### src/rtl/core/frbh_pkg.sv
package frbh_pkg;

   // fixed field widths
   localparam int DIST_W  = 8;
   localparam int NODE_W  = 32;
   localparam int IDX_W   = 6;
   localparam int MASK_W  = 32;
   localparam int MASK_AW = 5;

   localparam int NBR_MAX_DEFAULT = 32;

   localparam logic [DIST_W-1:0] UNREACH  = 8'hFF;
   localparam logic [NODE_W-1:0] ALL_ONES = 32'hFFFF_FFFF;
   localparam logic [MASK_W-1:0] MASK_ALL = 32'hFFFF_FFFF;

   typedef enum logic [1:0] {
      OP_STORE     = 2'd0,
      OP_UPDATE    = 2'd1,
      OP_RECOMPUTE = 2'd2,
      OP_CLEAR     = 2'd3
   } frbh_op_type;

   // request word
   typedef struct packed {
      frbh_op_type       op;
      logic [IDX_W-1:0]  neighbor_index;
      logic [NODE_W-1:0] neighbor_node;
      logic [DIST_W-1:0] neighbor_dist;
      logic [DIST_W-1:0] link_cost;
      logic [NODE_W-1:0] anchor_in;
   } frbh_req_type;

   // response word
   typedef struct packed {
      logic              changed;
      logic [DIST_W-1:0] route_dist;
      logic [DIST_W-1:0] feasible_dist;
      logic [NODE_W-1:0] best_hop;
      logic [NODE_W-1:0] route_anchor;
      logic [MASK_W-1:0] update_mask;
   } frbh_rsp_type;

   // one stored neighbour report
   typedef struct packed {
      logic [DIST_W-1:0] rep_dist;
      logic [DIST_W-1:0] cost;
      logic [NODE_W-1:0] node;
      logic [NODE_W-1:0] anchor;
   } frbh_entry_type;

   // verdict of the shared compare unit
   typedef struct packed {
      logic [DIST_W-1:0] path;      // saturated path distance
      logic              feas_ok;   // reported dist below feasible dist
      logic              shorter;   // path below current dist
      logic              tie_lower; // equal path, lower node id
      logic              same_hop;  // node equals current hop
      logic              take;      // recompute acceptance
   } frbh_eval_type;

endpackage

### src/rtl/core/frbh_if.sv
interface frbh_req_if;
   import frbh_pkg::*;
   logic         valid;
   logic         ready;
   frbh_req_type word;
   modport source (output valid, output word, input ready);
   modport sink (input valid, input word, output ready);
endinterface

interface frbh_rsp_if;
   import frbh_pkg::*;
   logic         valid;
   logic         ready;
   frbh_rsp_type word;
   modport source (output valid, output word, input ready);
   modport sink (input valid, input word, output ready);
endinterface

### src/rtl/core/feasible_route_best_hop_update_unit.sv
// channel | dir | handshake                     | word
// req     | in  | req_port.valid / .ready       | op, neighbour report fields
// rsp     | out | rsp_port.valid / .ready       | changed, route entry, update mask
//
// Store and clear words go from EXEC straight to FIN and the response register.
// Incremental update goes EXEC then FIN, or through SCAN too when the best hop
// worsens; full recompute always goes through SCAN, one slot per cycle through
// the single read port of the neighbour table and the shared compare unit.
// Synchronous reset empties the table (valid bits) and sets the route unreachable.
// A word is taken only in idle; a stalled response holds the block before idle,
// and a response still waiting does not stop the next word being accepted.
module feasible_route_best_hop_update_unit
   import frbh_pkg::*;
#(
   parameter int MAX_NEIGHBORS = NBR_MAX_DEFAULT
) (
   input logic         clock,
   input logic         reset,
   frbh_req_if.sink    req_port,
   frbh_rsp_if.source  rsp_port
);

   localparam int AW = $clog2(MAX_NEIGHBORS);
   localparam int CW = $clog2(MAX_NEIGHBORS + 1);

   typedef enum logic [1:0] {
      ST_IDLE,
      ST_EXEC,
      ST_SCAN,
      ST_FIN
   } state_type;

   state_type               state_ff, state_in;
   frbh_req_type            item_ff;
   logic [MAX_NEIGHBORS-1:0] valid_ff, valid_in;
   logic [DIST_W-1:0]       cur_dist_ff, cur_dist_in;
   logic [DIST_W-1:0]       cur_feas_ff, cur_feas_in;
   logic [NODE_W-1:0]       cur_hop_ff, cur_hop_in;
   logic [NODE_W-1:0]       cur_anchor_ff, cur_anchor_in;
   logic [MASK_W-1:0]       mask_ff, mask_in;
   logic [CW-1:0]           cnt_ff, cnt_in;
   logic                    chk_ff, chk_in;
   logic                    found_ff, found_in;
   logic                    changed_ff, changed_in;
   logic                    rsp_valid_ff, rsp_valid_in;
   frbh_rsp_type            rsp_word_ff;

   logic                    req_fire;
   logic                    req_slot_ok;
   logic [IDX_W-1:0]        req_idx_m1;
   logic                    item_slot_ok;
   logic [IDX_W-1:0]        item_idx_m1;
   logic                    load_rsp;
   logic                    cnt_live;
   logic                    ram_wr_en;
   frbh_entry_type          ram_wr_data;
   frbh_entry_type          ram_rd_data;
   logic [DIST_W-1:0]       ev_dist;
   logic [DIST_W-1:0]       ev_cost;
   logic [NODE_W-1:0]       ev_node;
   frbh_eval_type           ev;

   // handshake
   assign req_port.ready = (state_ff == ST_IDLE);
   assign req_fire       = req_port.valid && req_port.ready;
   assign rsp_port.valid = rsp_valid_ff;
   assign rsp_port.word  = rsp_word_ff;

   // slot range checks
   assign req_idx_m1   = req_port.word.neighbor_index - IDX_W'(1);
   assign req_slot_ok  = (req_port.word.neighbor_index != '0) &&
                         (req_port.word.neighbor_index <= IDX_W'(MAX_NEIGHBORS));
   assign item_idx_m1  = item_ff.neighbor_index - IDX_W'(1);
   assign item_slot_ok = (item_ff.neighbor_index != '0) &&
                         (item_ff.neighbor_index <= IDX_W'(MAX_NEIGHBORS));

   // neighbour table write on acceptance
   assign ram_wr_en = req_fire && req_slot_ok &&
                      (req_port.word.op == OP_STORE || req_port.word.op == OP_UPDATE);
   assign ram_wr_data.rep_dist = req_port.word.neighbor_dist;
   assign ram_wr_data.cost     = req_port.word.link_cost;
   assign ram_wr_data.node     = req_port.word.neighbor_node;
   assign ram_wr_data.anchor   = req_port.word.anchor_in;

   frbh_ram #(
      .WIDTH ($bits(frbh_entry_type)),
      .DEPTH (MAX_NEIGHBORS)
   ) u_table (
      .clock   (clock),
      .wr_en   (ram_wr_en),
      .wr_addr (req_idx_m1[AW-1:0]),
      .wr_data (ram_wr_data),
      .rd_addr (cnt_ff[AW-1:0]),
      .rd_data (ram_rd_data)
   );

   // shared compare unit: table entry while scanning, else the held word
   always_comb begin
      if (state_ff == ST_SCAN) begin
         ev_dist = ram_rd_data.rep_dist;
         ev_cost = ram_rd_data.cost;
         ev_node = ram_rd_data.node;
      end else begin
         ev_dist = item_ff.neighbor_dist;
         ev_cost = item_ff.link_cost;
         ev_node = item_ff.neighbor_node;
      end
   end

   frbh_eval u_eval (
      .nbr_dist (ev_dist),
      .nbr_cost (ev_cost),
      .nbr_node (ev_node),
      .cur_dist (cur_dist_ff),
      .cur_feas (cur_feas_ff),
      .cur_hop  (cur_hop_ff),
      .verdict  (ev)
   );

   assign cnt_live = cnt_ff < CW'(MAX_NEIGHBORS);
   assign load_rsp = (state_ff == ST_FIN) && (!rsp_valid_ff || rsp_port.ready);

   // sequencer next state
   always_comb begin
      state_in      = state_ff;
      valid_in      = valid_ff;
      cur_dist_in   = cur_dist_ff;
      cur_feas_in   = cur_feas_ff;
      cur_hop_in    = cur_hop_ff;
      cur_anchor_in = cur_anchor_ff;
      mask_in       = mask_ff;
      cnt_in        = cnt_ff;
      chk_in        = chk_ff;
      found_in      = found_ff;
      changed_in    = changed_ff;
      rsp_valid_in  = rsp_valid_ff && !rsp_port.ready;

      if (ram_wr_en) begin
         valid_in[req_idx_m1[AW-1:0]] = 1'b1;
      end

      case (state_ff)
         ST_IDLE: begin
            if (req_fire) begin
               state_in = ST_EXEC;
            end
         end
         ST_EXEC: begin
            cnt_in   = '0;
            chk_in   = 1'b0;
            found_in = 1'b0;
            case (item_ff.op)
               OP_STORE: begin
                  changed_in = 1'b0;
                  state_in   = ST_FIN;
               end
               OP_CLEAR: begin
                  if (item_slot_ok) begin
                     mask_in = mask_ff & ~(MASK_W'(1) << item_idx_m1[MASK_AW-1:0]);
                  end
                  changed_in = 1'b0;
                  state_in   = ST_FIN;
               end
               OP_RECOMPUTE: begin
                  state_in = ST_SCAN;
               end
               OP_UPDATE: begin
                  changed_in = 1'b1;
                  state_in   = ST_FIN;
                  if (ev.feas_ok) begin
                     if (ev.shorter) begin
                        cur_dist_in   = ev.path;
                        cur_feas_in   = ev.path;
                        cur_hop_in    = item_ff.neighbor_node;
                        cur_anchor_in = item_ff.anchor_in;
                        mask_in       = MASK_ALL;
                     end else if (ev.tie_lower) begin
                        cur_hop_in = item_ff.neighbor_node;
                        if (cur_anchor_ff != item_ff.anchor_in) begin
                           cur_anchor_in = item_ff.anchor_in;
                           mask_in       = MASK_ALL;
                        end
                     end
                  end else if (ev.same_hop) begin
                     // best hop worsened: take its new distance, then rescan
                     cur_dist_in = ev.path;
                     state_in    = ST_SCAN;
                  end
               end
               default: begin
                  state_in = ST_FIN;
               end
            endcase
         end
         ST_SCAN: begin
            // read slot cnt, judge the slot read last cycle
            chk_in = cnt_live && valid_ff[cnt_ff[AW-1:0]];
            if (cnt_live) begin
               cnt_in = cnt_ff + CW'(1);
            end
            if (chk_ff && ev.take) begin
               cur_dist_in   = ev.path;
               cur_feas_in   = ev.path;
               cur_hop_in    = ram_rd_data.node;
               cur_anchor_in = ram_rd_data.anchor;
               found_in      = 1'b1;
            end
            if (!cnt_live) begin
               changed_in = found_in;
               if (found_in) begin
                  mask_in = MASK_ALL;
               end
               state_in = ST_FIN;
            end
         end
         ST_FIN: begin
            if (load_rsp) begin
               rsp_valid_in = 1'b1;
               state_in     = ST_IDLE;
            end
         end
         default: begin
            state_in = ST_IDLE;
         end
      endcase
   end

   // state and control registers
   always_ff @(posedge clock) begin
      if (reset) begin
         state_ff      <= ST_IDLE;
         valid_ff      <= '0;
         cur_dist_ff   <= UNREACH;
         cur_feas_ff   <= UNREACH;
         cur_hop_ff    <= ALL_ONES;
         cur_anchor_ff <= ALL_ONES;
         mask_ff       <= '0;
         cnt_ff        <= '0;
         chk_ff        <= 1'b0;
         found_ff      <= 1'b0;
         changed_ff    <= 1'b0;
         rsp_valid_ff  <= 1'b0;
      end else begin
         state_ff      <= state_in;
         valid_ff      <= valid_in;
         cur_dist_ff   <= cur_dist_in;
         cur_feas_ff   <= cur_feas_in;
         cur_hop_ff    <= cur_hop_in;
         cur_anchor_ff <= cur_anchor_in;
         mask_ff       <= mask_in;
         cnt_ff        <= cnt_in;
         chk_ff        <= chk_in;
         found_ff      <= found_in;
         changed_ff    <= changed_in;
         rsp_valid_ff  <= rsp_valid_in;
      end
   end

   // payload registers
   always_ff @(posedge clock) begin
      if (req_fire) begin
         item_ff <= req_port.word;
      end
      if (load_rsp) begin
         rsp_word_ff.changed       <= changed_ff;
         rsp_word_ff.route_dist    <= cur_dist_ff;
         rsp_word_ff.feasible_dist <= cur_feas_ff;
         rsp_word_ff.best_hop      <= cur_hop_ff;
         rsp_word_ff.route_anchor  <= cur_anchor_ff;
         rsp_word_ff.update_mask   <= mask_ff;
      end
   end

`ifndef ASSERT_OFF
   // a finished item reaches the response register once it is free
   a_fin_loads: assert property (@(posedge clock) disable iff (reset)
      (state_ff == ST_FIN && (!rsp_valid_ff || rsp_port.ready)) |=> rsp_valid_ff)
      else $error("finished word not loaded into response register");

   // store and clear never report a change
   a_no_change: assert property (@(posedge clock) disable iff (reset)
      (state_ff == ST_FIN && (item_ff.op == OP_STORE || item_ff.op == OP_CLEAR))
      |-> !changed_ff)
      else $error("store or clear reported a change");

   // a scan take never lengthens the route
   a_scan_dist: assert property (@(posedge clock) disable iff (reset)
      (state_ff == ST_SCAN && chk_ff && ev.take) |-> (ev.path <= cur_dist_ff))
      else $error("scan took a slot longer than the current route");

   // a scan ends with the counter exhausted
   a_scan_end: assert property (@(posedge clock) disable iff (reset)
      (state_ff == ST_SCAN && state_in == ST_FIN) |-> !cnt_live)
      else $error("scan left early");
`endif

endmodule

### src/rtl/core/frbh_ram.sv
module frbh_ram #(
   parameter int WIDTH = 8,
   parameter int DEPTH = 32,
   localparam int AW   = $clog2(DEPTH)
) (
   input  logic             clock,
   input  logic             wr_en,
   input  logic [AW-1:0]    wr_addr,
   input  logic [WIDTH-1:0] wr_data,
   input  logic [AW-1:0]    rd_addr,
   output logic [WIDTH-1:0] rd_data
);

   logic [WIDTH-1:0] mem [DEPTH];
   logic [WIDTH-1:0] rd_data_ff;

   // single write port, registered read
   always_ff @(posedge clock) begin
      if (wr_en) begin
         mem[wr_addr] <= wr_data;
      end
      rd_data_ff <= mem[rd_addr];
   end

   assign rd_data = rd_data_ff;

endmodule

### src/rtl/core/frbh_eval.sv
module frbh_eval
   import frbh_pkg::*;
(
   input  logic [DIST_W-1:0] nbr_dist,
   input  logic [DIST_W-1:0] nbr_cost,
   input  logic [NODE_W-1:0] nbr_node,
   input  logic [DIST_W-1:0] cur_dist,
   input  logic [DIST_W-1:0] cur_feas,
   input  logic [NODE_W-1:0] cur_hop,
   output frbh_eval_type     verdict
);

   logic [DIST_W:0]   sum;
   logic [DIST_W-1:0] path;
   logic              node_lower;

   // saturating path distance; either operand unreachable gives unreachable
   assign sum = {1'b0, nbr_dist} + {1'b0, nbr_cost};

   always_comb begin
      if (nbr_dist == UNREACH || nbr_cost == UNREACH || sum[DIST_W]) begin
         path = UNREACH;
      end else begin
         path = sum[DIST_W-1:0];
      end
   end

   assign node_lower = nbr_node < cur_hop;

   // feasibility and preference compares
   always_comb begin
      verdict.path      = path;
      verdict.feas_ok   = nbr_dist < cur_feas;
      verdict.shorter   = path < cur_dist;
      verdict.tie_lower = (path == cur_dist) && node_lower;
      verdict.same_hop  = nbr_node == cur_hop;
      verdict.take      = verdict.feas_ok && (verdict.shorter || verdict.tie_lower);
   end

endmodule

### src/flat_wrapper.sv
// flat-port wrapper written by rule: the top's interface ports become plain ports
module feasible_route_best_hop_update_unit_flat import frbh_pkg::*;
#(
   parameter int MAX_NEIGHBORS = NBR_MAX_DEFAULT
)
  (clock, reset, req_port_valid, req_port_word, req_port_ready, rsp_port_valid, rsp_port_word, rsp_port_ready);
  frbh_req_if req_port_i ();
  frbh_rsp_if rsp_port_i ();
  input logic clock;
  input logic reset;
  input wire logic [$bits(req_port_i.valid)-1:0] req_port_valid;
  input wire logic [$bits(req_port_i.word)-1:0] req_port_word;
  output wire logic [$bits(req_port_i.ready)-1:0] req_port_ready;
  output wire logic [$bits(rsp_port_i.valid)-1:0] rsp_port_valid;
  output wire logic [$bits(rsp_port_i.word)-1:0] rsp_port_word;
  input wire logic [$bits(rsp_port_i.ready)-1:0] rsp_port_ready;
  assign req_port_i.valid = req_port_valid;
  assign req_port_i.word = req_port_word;
  assign req_port_ready = req_port_i.ready;
  assign rsp_port_valid = rsp_port_i.valid;
  assign rsp_port_word = rsp_port_i.word;
  assign rsp_port_i.ready = rsp_port_ready;
  feasible_route_best_hop_update_unit #(.MAX_NEIGHBORS(MAX_NEIGHBORS)) u_core (.clock(clock), .reset(reset), .req_port(req_port_i), .rsp_port(rsp_port_i));
endmodule
### config.mk
export PLATFORM = sky130hd
export DESIGN_NAME = feasible_route_best_hop_update_unit_flat
export DESIGN_NICKNAME = d
export VERILOG_FILES = /design/src/rtl/core/frbh_pkg.sv /design/src/rtl/core/frbh_if.sv /design/src/rtl/core/feasible_route_best_hop_update_unit.sv /design/src/rtl/core/frbh_ram.sv /design/src/rtl/core/frbh_eval.sv /design/src/flat_wrapper.sv
export SDC_FILE = /design/constraint.sdc
export NUM_CORES = 2
export LEC_CHECK = 0
export ABC_AREA = 1
export BUFFER_PORTS_ARGS = -buffer_cell sky130_fd_sc_hd__buf_2
export CORE_MARGIN = 10
export CORE_UTILIZATION = 47
export DETAILED_ROUTE_END_ITERATION = 8
export PLACE_DENSITY = 0.6
export SETUP_SLACK_MARGIN = 0.1
export SLEW_MARGIN = 20
export SYNTH_ARGS = -nofsm -noshare
export SYNTH_HDL_FRONTEND = slang
export SYNTH_SLANG_ARGS = --single-unit
### constraint.sdc
create_clock -name clock -period 8.95 [get_ports clock]
set_input_delay 0.4475 -clock clock [delete_from_list [all_inputs] [get_ports clock]]
set_output_delay 0.4475 -clock clock [all_outputs]
set_load 0.05 [all_outputs]
Yosys cells after proc, flatten, opt, wreduce, memory -nomap -nowiden
Memory sizes are Yosys's and may differ from the RTL's. A register that Yosys moved wholly into a read port is not among the register bits. Index checks and enable logic that the tools add are counted.

Bitwise operators: 3. $add $sub $neg: 4. Div/mod/pow operators: 0. Shifts and indexed selects: 1. Multiplexer cells: 59. Multipliers: 0. Equal/unequal tests: 31. Magnitude comparators: 9. Reduce and logical (&&, ||, !) cells: 34.

Operators with widths (count): $mux W32 (19); $pmux W32 S2 (4); $mux W8 (10); $and A32 B32 Y32 (1); $eq A32 B32 Y1 (1); $lt A32 B32 Y1 (1); $ne A32 B32 Y1 (1); $not A32 Y32 (1); $or A32 B32 Y32 (1); $pmux W8 S2 (2); $shl A1 B5 Y32 const A (1); $eq A8 B8 Y1 const B (2); $lt A8 B8 Y1 (2); $reduce_and A5 Y1 (3); $le A6 B6 Y1 const B (2); $logic_and A1 B1 Y1 (12); $lt A5 B6 Y1 const B (2); $ne A3 B2 Y1 const B (4); $pmux W6 S2 (1); $reduce_bool A6 Y1 (2); $mux W1 (10); $ne A2 B1 Y1 const B (5); $sub A5 B1 Y5 const B (2); $add A8 B8 Y9 (1); other kinds (26) (51).

Memories kept: 1. Memory bits (writable): 2560. Bits of input ports: 92. Register bits: 357. Output and inout port bits: 115. Bits in latches: 0. ROM bits: 0.

Memory list: u_core.u_table.mem (words 32, width 80, rd ports 1, clocked after memory_dff 1, wr ports 1, line frbh_ram.sv:14) `logic [WIDTH-1:0] mem [DEPTH];`.

Depth between registers and ports, before layout
Word-level depth: 16. Gate-level depth with buffers: 32. Mapped depth without buffers: 29.

By module
A second synthesis with hierarchy kept.

Cells, all modules: 10302. Area, all modules: 119701.1 sq um.

By module, submodules not included: frbh_ram (area each 103574.3 sq um, instances 1, cells an instance 8450); feasible_route_best_hop_update_unit (area each 14428.8 sq um, instances 1, cells an instance 1578); frbh_eval (area each 1697.9 sq um, instances 1, cells an instance 274).

Worst setup path before layout
OpenSTA, ideal clock, no wires.

Path kind: register to register. Start: register u_core.rsp_valid_ff (netlist: u_core.rsp_port.valid). End: register u_core.rsp_word_ff, in the netlist u_core.rsp_port.word[0] (enable). Library setup time: 622 ps. Arrival: 6034 ps. Cell stages (with the launch flop): 2. Slack: 2294 ps. Cells stage by stage: dfxtp_1 -> a21oi_1.

Cells in the longest elaborated chain, start to end: 3.

Ends and longest elaborated chain: from (decl) (line feasible_route_best_hop_update_unit.sv:45) `logic rsp_valid_ff, rsp_valid_in;`; from (signal assigned) (line feasible_route_best_hop_update_unit.sv:255) `rsp_valid_ff <= rsp_valid_in;`; $logic_not A1 Y1 (line feasible_route_best_hop_update_unit.sv:121) `assign load_rsp = (state_ff == ST_FIN) && (!rsp_valid_ff || rsp_port.ready);`; $logic_or A1 B1 Y1 (line feasible_route_best_hop_update_unit.sv:121); $logic_and A1 B1 Y1 (line feasible_route_best_hop_update_unit.sv:121); via u_core.load_rsp (line feasible_route_best_hop_update_unit.sv:53) `logic load_rsp;`; to (decl) (line feasible_route_best_hop_update_unit.sv:46) `frbh_rsp_type rsp_word_ff;`.

The timed path passes the listed nets, and every way through them passes these cells. A chain may end at the register's enable or synchronous reset.

Final worst setup path
Start: register u_core.state_ff[0]. End: register u_core.cur_hop_ff[9].

Cells in the longest elaborated chain, start to end: 13. Elaborated cells on any way between the ends: 29.

Ends and longest elaborated chain: from (decl) (line feasible_route_best_hop_update_unit.sv:33) `state_type state_ff, state_in;`; from (signal assigned) (line feasible_route_best_hop_update_unit.sv:244) `state_ff <= state_in;`; parallel branches: the longest is 13 deep, another holds $add A8 B8 Y9; to (signal assigned) (line feasible_route_best_hop_update_unit.sv:248) `cur_hop_ff <= cur_hop_in;`; to (decl) (line feasible_route_best_hop_update_unit.sv:38) `logic [NODE_W-1:0] cur_hop_ff, cur_hop_in;`.

Parallel ways; which one is timed is not known. The select of a mux whose other input is x is not followed.

==> flow_summary.ini <==
[yosys]
yosys_warnings = 0
synth_nets = 9284
synth-edff-count = 2761
async_flop_share_pct = 0
yosysTopAreaCellShare_pct = 70.83
synthesis.area_mm2 = 0.1171
ys_seq_area_share_pct = 74.87
postSynthAreaPerCell_um2 = 12.82
ys.flop_type = edfxtp_1
postSynthCellCount = 9128
ys_types = 50
ys_ff_latch = 2997
yosys-top-cells-area = edfxtp_1 (71%), o21ai_0 (6.2%), nor2_1 (5.3%)
synth_top_area_cell = edfxtp_1

[route]
vias = 77910
postRouteAntennaNets = 0
wl_per_cell_um = 27.80
routed_wl_um = 355500
initialDrtViolationCount = 10700
drc = 0
drt_first_pass_iters = 8
viasPerCell = 6.091

[timing]
maxSlewViolCount = 0
fin_skew_ns = 0.08252
max_freq_mhz = 156.9
tns_ns = 0
worstMarginPinSlew_ns = 1.167
fin_ws_ns = 2.575
setup_viol = 0
grt_setup_unrepaired = false
hold_violations = 0
min_period_ns = 6.375
slew_headroom_pct = 22.20
period_share_pct = 71.23

[global_routing]
antenna_found_initial = 48
grt_pass1_wl_um = 510700
grt_max_degree = 183
gr-total-overflow = 0
grt_usage_pct = 25.30
grt_pass1_vias = 72540

[pwr]
leakage_nw = 44.35
p_per_area_mw_per_mm2 = 276.9
ir_worst_vdd_mv = 0.2272

[clocking]
clk_latency_ns = 0.97
cts_root_buf = clkbuf_16
clockBufferDepth = 4
numCtsBuffers = 323
cts.reportedPaths.clkPinSlew_ns = 0.06
htreeDepth = 5
cts_tree = yes
post_cts_buffers = 0
hold_buffers = 51
cts_resized = 0
cts_sinks = 2997

[critical_path]
crit_path_top_delay_cell = nand3_2
end_kind = register
worstSetupStartpointType = register
crit_type = reg -> reg
crit_required_ns = 9.73
worst-path-buf-inv = 5
cpMostUsedCell = nand2_1
cp.arrival_ns = 7.16
crit_family = simple AND/OR/NAND/NOR gates
cp_max_fo = 59
slowest_delay_ns = 0.69

[place]
place_congestion = 0.8647
post_dp_cell_area_mm2 = 0.1210
hpwl_um = 183600
port_buffers = 206
dp.cells = 12160
post-place-ws_ns = 2.673

[floorplan]
pin_count = 207
die-width_um = 519.1
initial_core_util_pct = 47.16
die_h_um = 519.1
fp.dieArea_mm2 = 0.2694
rows = 183
core_area_mm2 = 0.2482

[layout]
nets = 9361
fin_cells = 12790
stdcell_area_mm2 = 0.1316
layout_common_cells = edfxtp_1 (2761), nor2_1 (1643), o21ai_0 (1448)
seqCellArea_mm2 = 0.08765
multiInputGateArea_mm2 = 0.02621
area_growth_pct = 12.47
drive_above_1_share_pct = 9.345
num-fill-cells = 20760
final_common_cell = edfxtp_1

[worst_hold_path]
hp-class = in -> reg

[run]
cap_violations = 0

[outcome]
status = complete, no violations
[report_power, final]
group / internal [W] / switching [W]
clock network: 0.00747 / 0.00536
logic: 0.00204 / 0.00508
registers: 0.0159 / 0.000596
[registers in the layout (all words and copies together), names as in the netlist]
signal                  flops
u_core.state_ff             2
u_core.chk_ff               1
u_core.cnt_ff               6
u_core.cur_hop_ff          32
u_core.item_ff             88
u_core.changed_ff           1
u_core.cur_anchor_ff       32
u_core.rsp_port.valid       1
u_core.rsp_port.word      113
u_core.cur_dist_ff          8
u_core.u_table.rd_data     80
u_core.valid_ff            32
u_core.u_table.mem       2560
u_core.mask_ff             32
u_core.found_ff             1
u_core.cur_feas_ff          8
[area by class of cell]
type,instances,area share (%)
diodes,11,0.02091
clock buffers,435,6.786
inverters,162,0.5246
flip-flops and latches,2997,66.58
repair buffers,392,2.157
multi-input cells,5329,19.91
well taps,3330,3.165
clock inverters,134,0.8582
[routing by layer]
layer  up-vias  GRT usage, %  share of wire, %
li1      33880             -                 -
met1     39120         36.80                41
met2      4245         38.58                45
met3       633         4.978                11
met4        26         7.756               3.0
met5         -             0             0.051
[cell families (layout without fill, tap and decap cells)]
logic type               Yosys count  count (layout)  share of synthesized area [%]
other                              0              11                              0
buffers and inverters            802            1123                          2.941
multiplexers                       1               1                       0.008551
flip-flops                      2997            2997                          74.87
AO/OA/AOI/OAI                   2551            2551                          12.12
adder cells (fa/ha/maj)           64              64                         0.6905
XOR/XNOR                          30              30                         0.2245
AND/OR/NAND/NOR                 2683            2683                          9.152
[per-stage QoR]
step           power [W]  hold slack, ns  util [%]
2_1_floorplan    0.02162          0.4086         -
3_3_place_gp     0.02367          0.4388     48.73
3_5_place_dp     0.02378          0.4500     48.77
4_1_cts          0.03651       0.0004105     53.03
5_1_grt          0.03798         0.04220     53.03
6_report         0.03646         0.05342     53.04
[synthesized netlist by cell type, drive strengths merged, types with 26 or more instances]
cell type	count
edfxtp	2761
nor2	1673
nand4	95
dfxtp	236
ha	63
clkbuf	433
inv	160
xnor2	26
nand2	703
a21oi	138
nand3	181
o22ai	667
buf	202
a31oi	28
o21ai	1560
o221ai	83
[final timing paths]
check                                to               start  cells past startpoint  slack (ns)
max                u_core.cur_hop_ff[9]  u_core.state_ff[0]                     26        2.58
min          u_core.u_table.mem[12][57]   req_port_word[73]                      1        0.05
max reg2reg        u_core.cur_hop_ff[9]  u_core.state_ff[0]                     26        2.58
min reg2reg     u_core.rsp_port.word[2]   u_core.mask_ff[2]                      0        0.46
No activity file was read; power rests on OpenSTA's default activity.
